==> config.mk <==
export PLATFORM = sky130hd
export DESIGN_NAME = hall_sector_decoder
export DESIGN_NICKNAME = d
export VERILOG_FILES = /design/src/rtl/hsd_pkg.sv /design/src/rtl/hall_sector_decoder.sv
export SDC_FILE = /design/constraint.sdc
export NUM_CORES = 1
export LEC_CHECK = 0
export BUFFER_PORTS_ARGS = -buffer_cell sky130_fd_sc_hd__buf_2
export CAP_MARGIN = 20
export CORE_MARGIN = 4
export CORE_UTILIZATION = 55
export DETAILED_ROUTE_END_ITERATION = 6
export PLACE_DENSITY = 0.82
export RECOVER_POWER = 50
export SKIP_LAST_GASP = 1
export SYNTH_ARGS = -nofsm -noshare
export SYNTH_HDL_FRONTEND = slang
export SYNTH_SLANG_ARGS = --single-unit
==> constraint.sdc <==
create_clock -name clk -period 8.6 [get_ports clk]
set_input_delay 0.43 -clock clk [delete_from_list [all_inputs] [get_ports clk]]
set_output_delay 0.43 -clock clk [all_outputs]
set_load 0.02 [all_outputs]
==> src/rtl/hsd_pkg.sv <==
// Shared types, constants and helper functions for the hall sector decoder.
package hsd_pkg;

  localparam int HALL_W = 3;
  localparam int SECTOR_W = 3;
  localparam int PERIOD_W = 16;
  localparam int TIME_W = 32;
  localparam int PROFILE_W = 2;
  localparam int OFFSET_W = 4;
  localparam int CFG_INDEX_W = 3;
  localparam int CFG_DATA_W = 32;

  localparam int IN_TDATA_W = 88;
  localparam int OUT_TDATA_W = 64;

  localparam logic [2:0] NO_SECTOR = 3'd7;
  localparam logic [HALL_W-1:0] HALL_MASK = 3'h7;
  localparam logic [SECTOR_W-1:0] SECTOR_COUNT = 3'd6;
  localparam logic [SECTOR_W-1:0] HALF_TURN = 3'd3;

  typedef enum logic {
    CMD_EDGE    = 1'b0,
    CMD_RESOLVE = 1'b1
  } cmd_t;

  typedef enum logic [CFG_INDEX_W-1:0] {
    REG_PROFILE_SELECT = 3'd0,
    REG_POLARITY_MASK  = 3'd1,
    REG_SECTOR_OFFSET  = 3'd2,
    REG_REVERSE_DRIVE  = 3'd3,
    REG_MIN_CHANGE     = 3'd4,
    REG_HOLD_TIMEOUT   = 3'd5
  } cfg_reg_t;

  // hall code to sector, one row per profile; NO_SECTOR marks illegal codes
  localparam logic [SECTOR_W-1:0] SECTOR_TABLE [4][8] = '{
    '{NO_SECTOR, 3'd0, 3'd4, 3'd5, 3'd2, 3'd1, 3'd3, NO_SECTOR},
    '{NO_SECTOR, 3'd0, 3'd2, 3'd1, 3'd4, 3'd5, 3'd3, NO_SECTOR},
    '{NO_SECTOR, 3'd4, 3'd0, 3'd1, 3'd2, 3'd3, 3'd5, NO_SECTOR},
    '{NO_SECTOR, 3'd2, 3'd4, 3'd3, 3'd0, 3'd1, 3'd5, NO_SECTOR}
  };

  // reduce a value in 0..29 modulo six
  function automatic logic [SECTOR_W-1:0] mod6(input logic [5:0] v);
    logic [5:0] r;
    begin
      r = v;
      if (r >= 6'd24) begin
        r = r - 6'd24;
      end else if (r >= 6'd18) begin
        r = r - 6'd18;
      end else if (r >= 6'd12) begin
        r = r - 6'd12;
      end else if (r >= 6'd6) begin
        r = r - 6'd6;
      end
      mod6 = r[SECTOR_W-1:0];
    end
  endfunction

  // ticks times 80, modulo 2^32
  function automatic logic [TIME_W-1:0] ticks_to_us(input logic [TIME_W-1:0] t);
    begin
      ticks_to_us = (t << 6) + (t << 4);
    end
  endfunction

endpackage

==> src/rtl/hall_sector_decoder.sv <==
// Hall sector decoder top level: input register, decode logic and result register.
//
// Usage:
//   in_*  : request stream. in_tuser is the command (0 hall edge, 1 resolve query),
//           in_tdata carries hall bits, capture period, tick count and query time.
//   out_* : one result per request: accepted and drive sectors, stale flag and the
//           fields of the last edge.
//   cfg_* : register writes, always ready; write only while no request is in flight.
// Path: input register, then decode logic, then the result register driving out_*.
// Throughput: one request per cycle while out_tready is high; the decode, debounce
//   and timeout compares sit in one stage between the input and result registers.
// Stall: while out_tready is low the result holds; one more request can wait in
//   the input register, after that in_tready drops until the result is taken.
// Reset (rst_n low, synchronous): registers return to defaults, no sector is held,
//   stale is set and both stages are empty.
module hall_sector_decoder (
  input  logic                               clk,
  input  logic                               rst_n,
  // cfg_index: register index, cfg_data: write value
  input  logic                               cfg_valid,
  output logic                               cfg_ready,
  input  logic [hsd_pkg::CFG_INDEX_W-1:0]    cfg_index,
  input  logic [hsd_pkg::CFG_DATA_W-1:0]     cfg_data,
  input  logic                               in_tvalid,
  output logic                               in_tready,
  // in_tdata: hall_bits[2:0], capture_period[18:3], tick_count[50:19],
  //           now_us[82:51], zero[87:83]
  input  logic [hsd_pkg::IN_TDATA_W-1:0]     in_tdata,
  // in_tuser: cmd[0]
  input  logic                               in_tuser,
  output logic                               out_tvalid,
  input  logic                               out_tready,
  // out_tdata: accepted_sector[2:0], accepted_valid[3], drive_sector[6:4],
  //            stale[7], corrected_bits[10:8], mapped_sector[13:11],
  //            mapped_valid[14], edge_time_us[46:15], sector_period_us[62:47],
  //            zero[63]
  output logic [hsd_pkg::OUT_TDATA_W-1:0]    out_tdata
);

  // configuration
  logic [hsd_pkg::PROFILE_W-1:0] profile_r;
  logic [hsd_pkg::HALL_W-1:0]    polarity_r;
  logic [hsd_pkg::OFFSET_W-1:0]  offset_r;
  logic                          reverse_r;
  logic [hsd_pkg::TIME_W-1:0]    min_change_r;
  logic [hsd_pkg::TIME_W-1:0]    hold_timeout_r;

  // input register
  logic                          in_valid_r;
  hsd_pkg::cmd_t                 in_cmd_r;
  logic [hsd_pkg::HALL_W-1:0]    in_hall_r;
  logic [hsd_pkg::PERIOD_W-1:0]  in_period_r;
  logic [hsd_pkg::TIME_W-1:0]    in_ticks_r;
  logic [hsd_pkg::TIME_W-1:0]    in_now_r;

  // decoder state
  logic [hsd_pkg::SECTOR_W-1:0]  held_sector_r, held_sector_nxt;
  logic                          held_valid_r, held_valid_nxt;
  logic [hsd_pkg::TIME_W-1:0]    held_change_r, held_change_nxt;
  logic [hsd_pkg::TIME_W-1:0]    last_ctrl_r, last_ctrl_nxt;
  logic [hsd_pkg::TIME_W-1:0]    event_time_r, event_time_nxt;
  logic                          stale_r, stale_nxt;
  logic [hsd_pkg::HALL_W-1:0]    last_corr_r, last_corr_nxt;
  logic [hsd_pkg::SECTOR_W-1:0]  last_mapped_r, last_mapped_nxt;
  logic                          last_mapped_valid_r, last_mapped_valid_nxt;
  logic [hsd_pkg::TIME_W-1:0]    last_edge_time_r, last_edge_time_nxt;
  logic [hsd_pkg::PERIOD_W-1:0]  last_period_r, last_period_nxt;

  // result register
  logic                          out_valid_r;
  logic [hsd_pkg::OUT_TDATA_W-1:0] out_data_r, out_data_nxt;

  logic                          advance;
  logic                          in_fire;
  logic [hsd_pkg::HALL_W-1:0]    corr;
  logic [hsd_pkg::SECTOR_W-1:0]  base;
  logic [5:0]                    offset_sum;
  logic [hsd_pkg::SECTOR_W-1:0]  mapped;
  logic [hsd_pkg::PERIOD_W-1:0]  period_f;
  logic [hsd_pkg::TIME_W-1:0]    since_change;
  logic [hsd_pkg::TIME_W-1:0]    age;
  logic [hsd_pkg::SECTOR_W-1:0]  acc_sector;
  logic [hsd_pkg::SECTOR_W-1:0]  drv_sector;
  logic [hsd_pkg::SECTOR_W:0]    drv_sum;

  assign cfg_ready  = 1'b1;
  assign advance    = in_valid_r && (!out_valid_r || out_tready);
  assign in_tready  = !in_valid_r || advance;
  assign in_fire    = in_tvalid && in_tready;
  assign out_tvalid = out_valid_r;
  assign out_tdata  = out_data_r;

  always_ff @(posedge clk) begin
    if (!rst_n) begin
      profile_r      <= '0;
      polarity_r     <= '0;
      offset_r       <= '0;
      reverse_r      <= 1'b0;
      min_change_r   <= '0;
      hold_timeout_r <= '0;
    end else if (cfg_valid && cfg_ready) begin
      case (hsd_pkg::cfg_reg_t'(cfg_index))
        hsd_pkg::REG_PROFILE_SELECT: profile_r      <= cfg_data[hsd_pkg::PROFILE_W-1:0];
        hsd_pkg::REG_POLARITY_MASK:  polarity_r     <= cfg_data[hsd_pkg::HALL_W-1:0];
        hsd_pkg::REG_SECTOR_OFFSET:  offset_r       <= cfg_data[hsd_pkg::OFFSET_W-1:0];
        hsd_pkg::REG_REVERSE_DRIVE:  reverse_r      <= cfg_data[0];
        hsd_pkg::REG_MIN_CHANGE:     min_change_r   <= cfg_data;
        hsd_pkg::REG_HOLD_TIMEOUT:   hold_timeout_r <= cfg_data;
        default: ;
      endcase
    end
  end

  always_ff @(posedge clk) begin
    if (!rst_n) begin
      in_valid_r <= 1'b0;
    end else if (in_tready) begin
      in_valid_r <= in_tvalid;
    end
  end

  always_ff @(posedge clk) begin
    if (in_fire) begin
      in_cmd_r    <= hsd_pkg::cmd_t'(in_tuser);
      in_hall_r   <= in_tdata[2:0];
      in_period_r <= in_tdata[18:3];
      in_ticks_r  <= in_tdata[50:19];
      in_now_r    <= in_tdata[82:51];
    end
  end

  always_comb begin
    corr       = (in_hall_r ^ polarity_r) & hsd_pkg::HALL_MASK;
    base       = hsd_pkg::SECTOR_TABLE[profile_r][corr];
    offset_sum = {3'b000, base} + {{2{offset_r[hsd_pkg::OFFSET_W-1]}}, offset_r} + 6'd12;
    mapped     = hsd_pkg::mod6(offset_sum);
    period_f   = (in_period_r == '0) ? 16'd1 : in_period_r;
    event_time_nxt = event_time_r + {16'd0, period_f};
    since_change   = event_time_nxt - held_change_r;
    age            = in_now_r - last_ctrl_r;

    held_sector_nxt       = held_sector_r;
    held_valid_nxt        = held_valid_r;
    held_change_nxt       = held_change_r;
    last_ctrl_nxt         = last_ctrl_r;
    stale_nxt             = stale_r;
    last_corr_nxt         = last_corr_r;
    last_mapped_nxt       = last_mapped_r;
    last_mapped_valid_nxt = last_mapped_valid_r;
    last_edge_time_nxt    = last_edge_time_r;
    last_period_nxt       = last_period_r;

    case (in_cmd_r)
      hsd_pkg::CMD_EDGE: begin
        last_corr_nxt      = corr;
        last_edge_time_nxt = event_time_nxt;
        last_period_nxt    = period_f;
        if (base == hsd_pkg::NO_SECTOR) begin
          last_mapped_nxt       = '0;
          last_mapped_valid_nxt = 1'b0;
          stale_nxt             = 1'b1;
        end else begin
          last_mapped_nxt       = mapped;
          last_mapped_valid_nxt = 1'b1;
          last_ctrl_nxt         = hsd_pkg::ticks_to_us(in_ticks_r);
          stale_nxt             = 1'b0;
          if (!held_valid_r) begin
            held_sector_nxt = mapped;
            held_valid_nxt  = 1'b1;
            held_change_nxt = event_time_nxt;
          end else if (mapped != held_sector_r && since_change >= min_change_r) begin
            held_sector_nxt = mapped;
            held_change_nxt = event_time_nxt;
          end
        end
      end
      hsd_pkg::CMD_RESOLVE: begin
        if (held_valid_r) begin
          if (age > hold_timeout_r) begin
            held_valid_nxt = 1'b0;
            stale_nxt      = 1'b1;
          end
        end else begin
          stale_nxt = 1'b1;
        end
      end
      default: ;
    endcase

    acc_sector = held_valid_nxt ? held_sector_nxt : '0;
    drv_sum    = {1'b0, acc_sector} + {1'b0, hsd_pkg::HALF_TURN};
    if (!reverse_r) begin
      drv_sector = acc_sector;
    end else if (drv_sum >= {1'b0, hsd_pkg::SECTOR_COUNT}) begin
      drv_sector = 3'(drv_sum - {1'b0, hsd_pkg::SECTOR_COUNT});
    end else begin
      drv_sector = drv_sum[hsd_pkg::SECTOR_W-1:0];
    end
    if (!held_valid_nxt) begin
      drv_sector = '0;
    end

    out_data_nxt = {1'b0, last_period_nxt, last_edge_time_nxt, last_mapped_valid_nxt,
                    last_mapped_nxt, last_corr_nxt, stale_nxt, drv_sector,
                    held_valid_nxt, acc_sector};
  end

  always_ff @(posedge clk) begin
    if (!rst_n) begin
      held_sector_r       <= '0;
      held_valid_r        <= 1'b0;
      held_change_r       <= '0;
      last_ctrl_r         <= '0;
      event_time_r        <= '0;
      stale_r             <= 1'b1;
      last_corr_r         <= '0;
      last_mapped_r       <= '0;
      last_mapped_valid_r <= 1'b0;
      last_edge_time_r    <= '0;
      last_period_r       <= '0;
    end else if (advance) begin
      held_sector_r       <= held_sector_nxt;
      held_valid_r        <= held_valid_nxt;
      held_change_r       <= held_change_nxt;
      last_ctrl_r         <= last_ctrl_nxt;
      stale_r             <= stale_nxt;
      last_corr_r         <= last_corr_nxt;
      last_mapped_r       <= last_mapped_nxt;
      last_mapped_valid_r <= last_mapped_valid_nxt;
      last_edge_time_r    <= last_edge_time_nxt;
      last_period_r       <= last_period_nxt;
      if (in_cmd_r == hsd_pkg::CMD_EDGE) begin
        event_time_r <= event_time_nxt;
      end
    end
  end

  always_ff @(posedge clk) begin
    if (!rst_n) begin
      out_valid_r <= 1'b0;
    end else if (advance) begin
      out_valid_r <= 1'b1;
    end else if (out_tready) begin
      out_valid_r <= 1'b0;
    end
  end

  always_ff @(posedge clk) begin
    if (advance) begin
      out_data_r <= out_data_nxt;
    end
  end

endmodule

# Word level (Yosys, flattened, before mapping)
# Index checks and enable logic that the tools add are counted.
totals:
  ff_bits: 375
  in_bits: 129
  output_inout_bits: 67
  elab_cells: 116
op_classes:
  n_addsub: 12
  order_cmp: 9
  n_eq_ne: 8
  muxes: 37
  n_bitwise: 5
  reduce_logical: 19
ops:
  columns: ["op", "count"]
  rows:
  - ["$mux 32", 3]
  - ["$sub 32x32->32", 2]
  - ["$bmux 24 s2", 1]
  - ["$mux 24", 2]
  - ["$mux 3", 16]
  - ["$add 32x16->32", 1]
  - ["$add 32x32->32", 1]
  - ["$ge 32x32->1", 1]
  - ["$gt 32x32->1", 1]
  - ["$mux 16", 2]
  - ["$logic_not 16->1", 1]
  - ["$reduce_and 2->1", 7]
  - ["$ge 6x5->1 const B", 2]
  - ["$mux 1", 10]
  - ["$bmux 3 s3", 1]
  - ["$eq 3x3->1 const B", 3]
  - ["$sub 3x3->3 const B", 3]
  - ["$add 5x5->6 const B", 1]
  - ["$eq 3x2->1 const B", 2]
  - ["$ge 6x3->1 const B", 1]
  - ["$ge 6x4->1 const B", 1]
  - ["$add 4x4->5", 1]
  - ["$add 3x2->4 const B", 1]
  - ["$ge 4x3->1 const B", 1]
  - ["other kinds (19)", 25]

# Depth between registers and ports, before layout
depth:
  depth_word: 25
  ltp_mapped: 37
  mapped_depth_nobuf: 37

# Worst setup path before layout
# No wires, ideal clock.
synth_timing:
  path_kind: "register -> register"
  from: "register in_period_r[13] (netlist bit)"
  to: "register out_data_r, in the netlist out_tdata[5] (data pin)"
  arrival_ns: 7.650
  t_required_ns: 8.334
  setup_slack_ns: 0.684
  stages_incl_launch_ff: 35
  n_path_buf: 0
  synth_period_minus_slack_ns: 7.916
  path_cell_list: "edfxtp_1 -> nor4_1 -> a41o_1 -> ha_1 -> inv_1 -> fa_1 -> nor2b_1 -> o21ai_0 -> a21oi_1 -> o21a_1 -> o2111ai_1 -> a31oi_1 -> a21oi_1 -> ha_1 -> a21o_1 -> a21o_1 -> a21oi_1 -> o31ai_1 -> o31ai_1 -> o21ai_0 -> a311oi_1 -> xnor2_1 -> ha_1 -> nand4_1 -> nor4bb_1 -> nand4_1 -> a31oi_1 -> o221ai_1 -> nor2_1 -> mux2i_1 -> or2_1 -> ha_1 -> or4_1 -> a32oi_1 -> o22ai_1"
synth_via:
  elab_chain_len: 15
  word_cells_on_any_way: 16
synth_lines:
  columns: ["item", "line_no", "rtl"]
  rows:
  - ["start: declaration", "hall_sector_decoder.sv:52", "logic [hsd_pkg::PERIOD_W-1:0] in_period_r;"]
  - ["start signal: assignment", "hall_sector_decoder.sv:126", "in_period_r <= in_tdata[18:3];"]
  - ["$logic_not 16->1", "hall_sector_decoder.sv:137", "period_f = (in_period_r == '0) ? 16'd1 : in_period_r;"]
  - ["$mux 16 (*)", "hall_sector_decoder.sv:137", null]
  - ["$add 32x16->32 (*)", "hall_sector_decoder.sv:138", "event_time_nxt = event_time_r + {16'd0, period_f};"]
  - ["named net event_time_nxt (one bit)", "hall_sector_decoder.sv:61", "logic [hsd_pkg::TIME_W-1:0] event_time_r, event_time_nxt;"]
  - ["$sub 32x32->32 (*)", "hall_sector_decoder.sv:139", "since_change = event_time_nxt - held_change_r;"]
  - ["$ge 32x32->1 (*)", "hall_sector_decoder.sv:171", "end else if (mapped != held_sector_r && since_change >= min_change_r) begin"]
  - ["$logic_and 1x1->1 (*)", "hall_sector_decoder.sv:171", null]
  - ["$mux 3 (*)", "hall_sector_decoder.sv:171", null]
  - ["$mux 3 (*)", "hall_sector_decoder.sv:167", "if (!held_valid_r) begin"]
  - ["$mux 3 (*)", "hall_sector_decoder.sv:158", "if (base == hsd_pkg::NO_SECTOR) begin"]
  - ["$mux 3 (*)", "hall_sector_decoder.sv:153", "case (in_cmd_r)"]
  - ["$mux 3 (*)", "hall_sector_decoder.sv:190", "acc_sector = held_valid_nxt ? held_sector_nxt : '0;"]
  - ["$add 3x2->4", "hall_sector_decoder.sv:191", "drv_sum = {1'b0, acc_sector} + {1'b0, hsd_pkg::HALF_TURN};"]
  - ["$ge 4x3->1 / $sub 3x3->3 (equally long branches)", "hall_sector_decoder.sv:194, hall_sector_decoder.sv:195", null]
  - ["$mux 3", "hall_sector_decoder.sv:194", "end else if (drv_sum >= {1'b0, hsd_pkg::SECTOR_COUNT}) begin"]
  - ["$mux 3 (*)", "hall_sector_decoder.sv:192", "if (!reverse_r) begin"]
  - ["end signal: assignment", "hall_sector_decoder.sv:250", "out_data_r <= out_data_nxt;"]
  - ["end: declaration", "hall_sector_decoder.sv:71", "logic [hsd_pkg::OUT_TDATA_W-1:0] out_data_r, out_data_nxt;"]
# Mark *: on every way through the listed nets, which the timed path passes. The rest lies on a longest branch.
# A chain may end at the register's enable or synchronous reset.

# Worst setup path after layout
layout_timing:
  from: "register in_period_r[3] (netlist bit)"
  to: "register out_data_r, in the netlist out_tdata[5] (data pin)"
# The elaborated chain is that of the path after synthesis.

==> summary.md <==
| Metric | Value |
|---|---|
| Cell area power density | `206.8 nW/µm²` |
| Syn. warnings | `0` |
| Max Clock Skew | `0.01968 ns` |
| Drc violations | `0` |
| Die area | `40410 µm²` |
| 1st-iter DRT viols | `1287` |
| Asr flop ratio synth | `0%` |
| Worst slew margin | `-142.3%` |
| Clk sinks | `371` |
| Critical Path Start Type | `flop` |
| Grt total ovfl | `0` |
| Final Util | `64.08%` |
| Number of routed nets with antenna violations | `0` |
| DP HPWL | `37810 µm` |
| Initial antenna violation count | `1` |
| CTS Buf Count | `39` |
| Post-layout minimum cycle time | `8.195 ns` |
| Register area share after synthesis | `43.23%` |
| Final Hold Viols | `0` |
| First-pass GRT wire length | `83230 µm` |
| Final instance area | `23520 µm²` |
| Outcome | `finished with violations` |
| Layout cells sized above 1 | `12.94%` |
| Cells after synthesis | `2283` |
| CP max FO | `7` |
| Total power | `4.862 mW` |
| Synth Cell Area | `20490 µm²` |
| F_max | `122.0 MHz` |
| Max-cap violations | `5` |
| Largest cells by area after synthesis | `dfxtp_1 22%, edfxtp_1 21%, ha_1 11%, a21oi_1 6.7%, nand2_1 6.5%` |
| Leak | `9.257 nW` |
| Period utilisation layout | `95.30%` |
| Initial Util | `55.84%` |
| H-tree lvl count | `2` |
| Routed via count | `17273` |
| Worst Slack Setup Final | `0.4046 ns` |
| Port bufs | `184` |
| TritonCTS clock tree | `done` |
| Crit. End Element | `flop` |
| Slowest library cell on the worst path | `or4_1` |
| Least-Margin Pin Slew | `3.634 ns` |
| Failing checks | `capacitance limit, slew limit` |
| Detailed-route wire length | `52300 µm` |
| Die Wd | `201.0 µm` |
| Area leader, netlist | `dfxtp_1` |
| Nets@finish | `2779` |
| Synthesized Nets | `2595` |
| Clock Pin Slew Worst Setup and Hold Paths | `0.06 ns` |
| CP arrival | `8.49 ns` |
| Slew Viols, Final | `241` |
| WL per Instance | `17.63 µm` |
| Cell total after placement | `2888` |
| Area Growth Syn to Fin | `14.74%` |
| Post-place instance area | `22030 µm²` |
| Post-synth EDFFs | `143` |
| Avg Cell Area, Syn | `8.977 µm²` |
| Placement Rows | `70` |
| Required time worst endpoint | `8.90 ns` |
| Setup CP Type | `reg -> reg` |
| Largest net degree at the start of global routing | `81` |
| Placer Congestion | `0.9183` |
| Non-Filler Instances | `2966` |
| Clock root buffer | `clkbuf_16` |
| Crit-path max cell delay | `0.52 ns` |
| Core Region | `36700 µm²` |
| Clk Latency, worst-skew pair | `0.56 ns` |
| Vias per Instance | `5.824` |
| Vias in the first global route | `17043` |
| Global router's overall resource usage | `24.72%` |
| Setup_tns | `0 ns` |
| Drt pass-1 iters | `5` |
| CTS Buffer Depth | `3` |
| Hold Slack | `0.04654 ns` |
| Ys flop type | `dfxtp_1` |
| Pre-CTS setup slack | `-0.05243 ns` |
| Die Height | `201.0 µm` |
| Hold Path Class | `in -> reg` |
| Peak VDD IR | `160.0 µV` |
| Final setup violation count | `0` |
| Hold_buf cts | `0` |
| Distinct cells, synth | `81` |
| Most numerous cell in the Yosys netlist | `nand2_1` |
| Post-synth top cells | `356 x nand2_1, 275 x a21oi_1, 228 x dfxtp_1` |
| Synth top area share | `22.27%` |
| Yosys reg bits | `371` |
| I/O Pins | `196` |
## power breakdown
part | switching, mW | total, mW | internal [mW]
logic | 0.662 | 1.13 | 0.466
registers | 0.0430 | 1.96 | 1.92
clock network | 0.711 | 1.77 | 1.06
## registers in the layout, summed over array words and instances (netlist names), 2 cells and up
| signal | cells |
|---|---|
| event_time_r | 32 |
| held_change_r | 32 |
| held_sector_r | 3 |
| hold_timeout_r | 32 |
| in_hall_r | 3 |
| in_now_r | 32 |
| in_period_r | 16 |
| in_ticks_r | 28 |
| last_corr_r | 3 |
| last_ctrl_r | 28 |
| last_edge_time_r | 32 |
| last_mapped_r | 3 |
| last_period_r | 16 |
| min_change_r | 32 |
| offset_r | 4 |
| out_tdata | 63 |
| polarity_r | 3 |
| profile_r | 2 |
## cell usage in the layout, fill, tap and decap left out, drive strengths merged, types with 15 or more instances in the layout
| cell | count |
|---|---|
| a211oi | 36 |
| a21oi | 276 |
| o21ai | 83 |
| xnor2 | 67 |
| dfxtp | 228 |
| mux2 | 39 |
| edfxtp | 143 |
| o21a | 25 |
| a21o | 45 |
| nand3 | 38 |
| o31ai | 15 |
| buf | 162 |
| and3 | 18 |
| nor2 | 146 |
| ha | 178 |
| nand2b | 23 |
| xor2 | 37 |
| nand2 | 356 |
| clkbuf | 134 |
| inv | 189 |
| nor3 | 28 |
## worst paths after layout
kind	start	endpoint	slack (ns)	depth (start not counted)
max	in_period_r[3]	out_tdata[5]	0.40	38
max reg2reg	in_period_r[3]	out_tdata[5]	0.40	38
min reg2reg	last_ctrl_r[27]	last_ctrl_r[27]	0.45	2
min	in_tdata[62]	in_now_r[11]	0.05	1
## critical path, delay by kind of cell, from the launching register on
kind	cells	cell delay, ns
AOI/OAI and AO/OA	16	2.96
xor gates and xnor gates	2	0.36
adders and majority gates	5	1.37
buffers and inverters	5	0.59
DFF	1	0.46
muxes	1	0.11
and+or+nand+nor	9	2.07
## layout make-up
type / count / area, µm²
fill: 2915 / 13180
antenna: 1 / 2.502
inverter: 188 / 706.9
clock inverter: 15 / 166.4
sequential: 371 / 8859
multi-input combinational: 1627 / 10760
clock buffer: 56 / 1195
timing repair buffer: 240 / 1241
tap: 468 / 585.6
## cells by family after synthesis
family	synth area share (%)
flops	43.23
xor+xnor	4.445
mux	2.827
fa+ha+maj	11.36
buf+inv	5.269
other cells	0.03665
compound gates	17.74
simple gates	15.10
## timing repair
item                                    CTS  global route
setup buffers                             0             5
endpoints found under the setup margin    2            19
pin swaps                                 0            14
resized for setup                         3            34
## per-layer routing
metal  track usage (%)  vias up  part of all wire [%]
met5                 0        -                     0
met2             42.40      641                    48
met1             30.75     8130                    41
li1                  -     8352                     -
met3             4.475      150                   6.7
met4             10.47        0                   4.3
No activity file was read; power rests on OpenSTA's default activity.
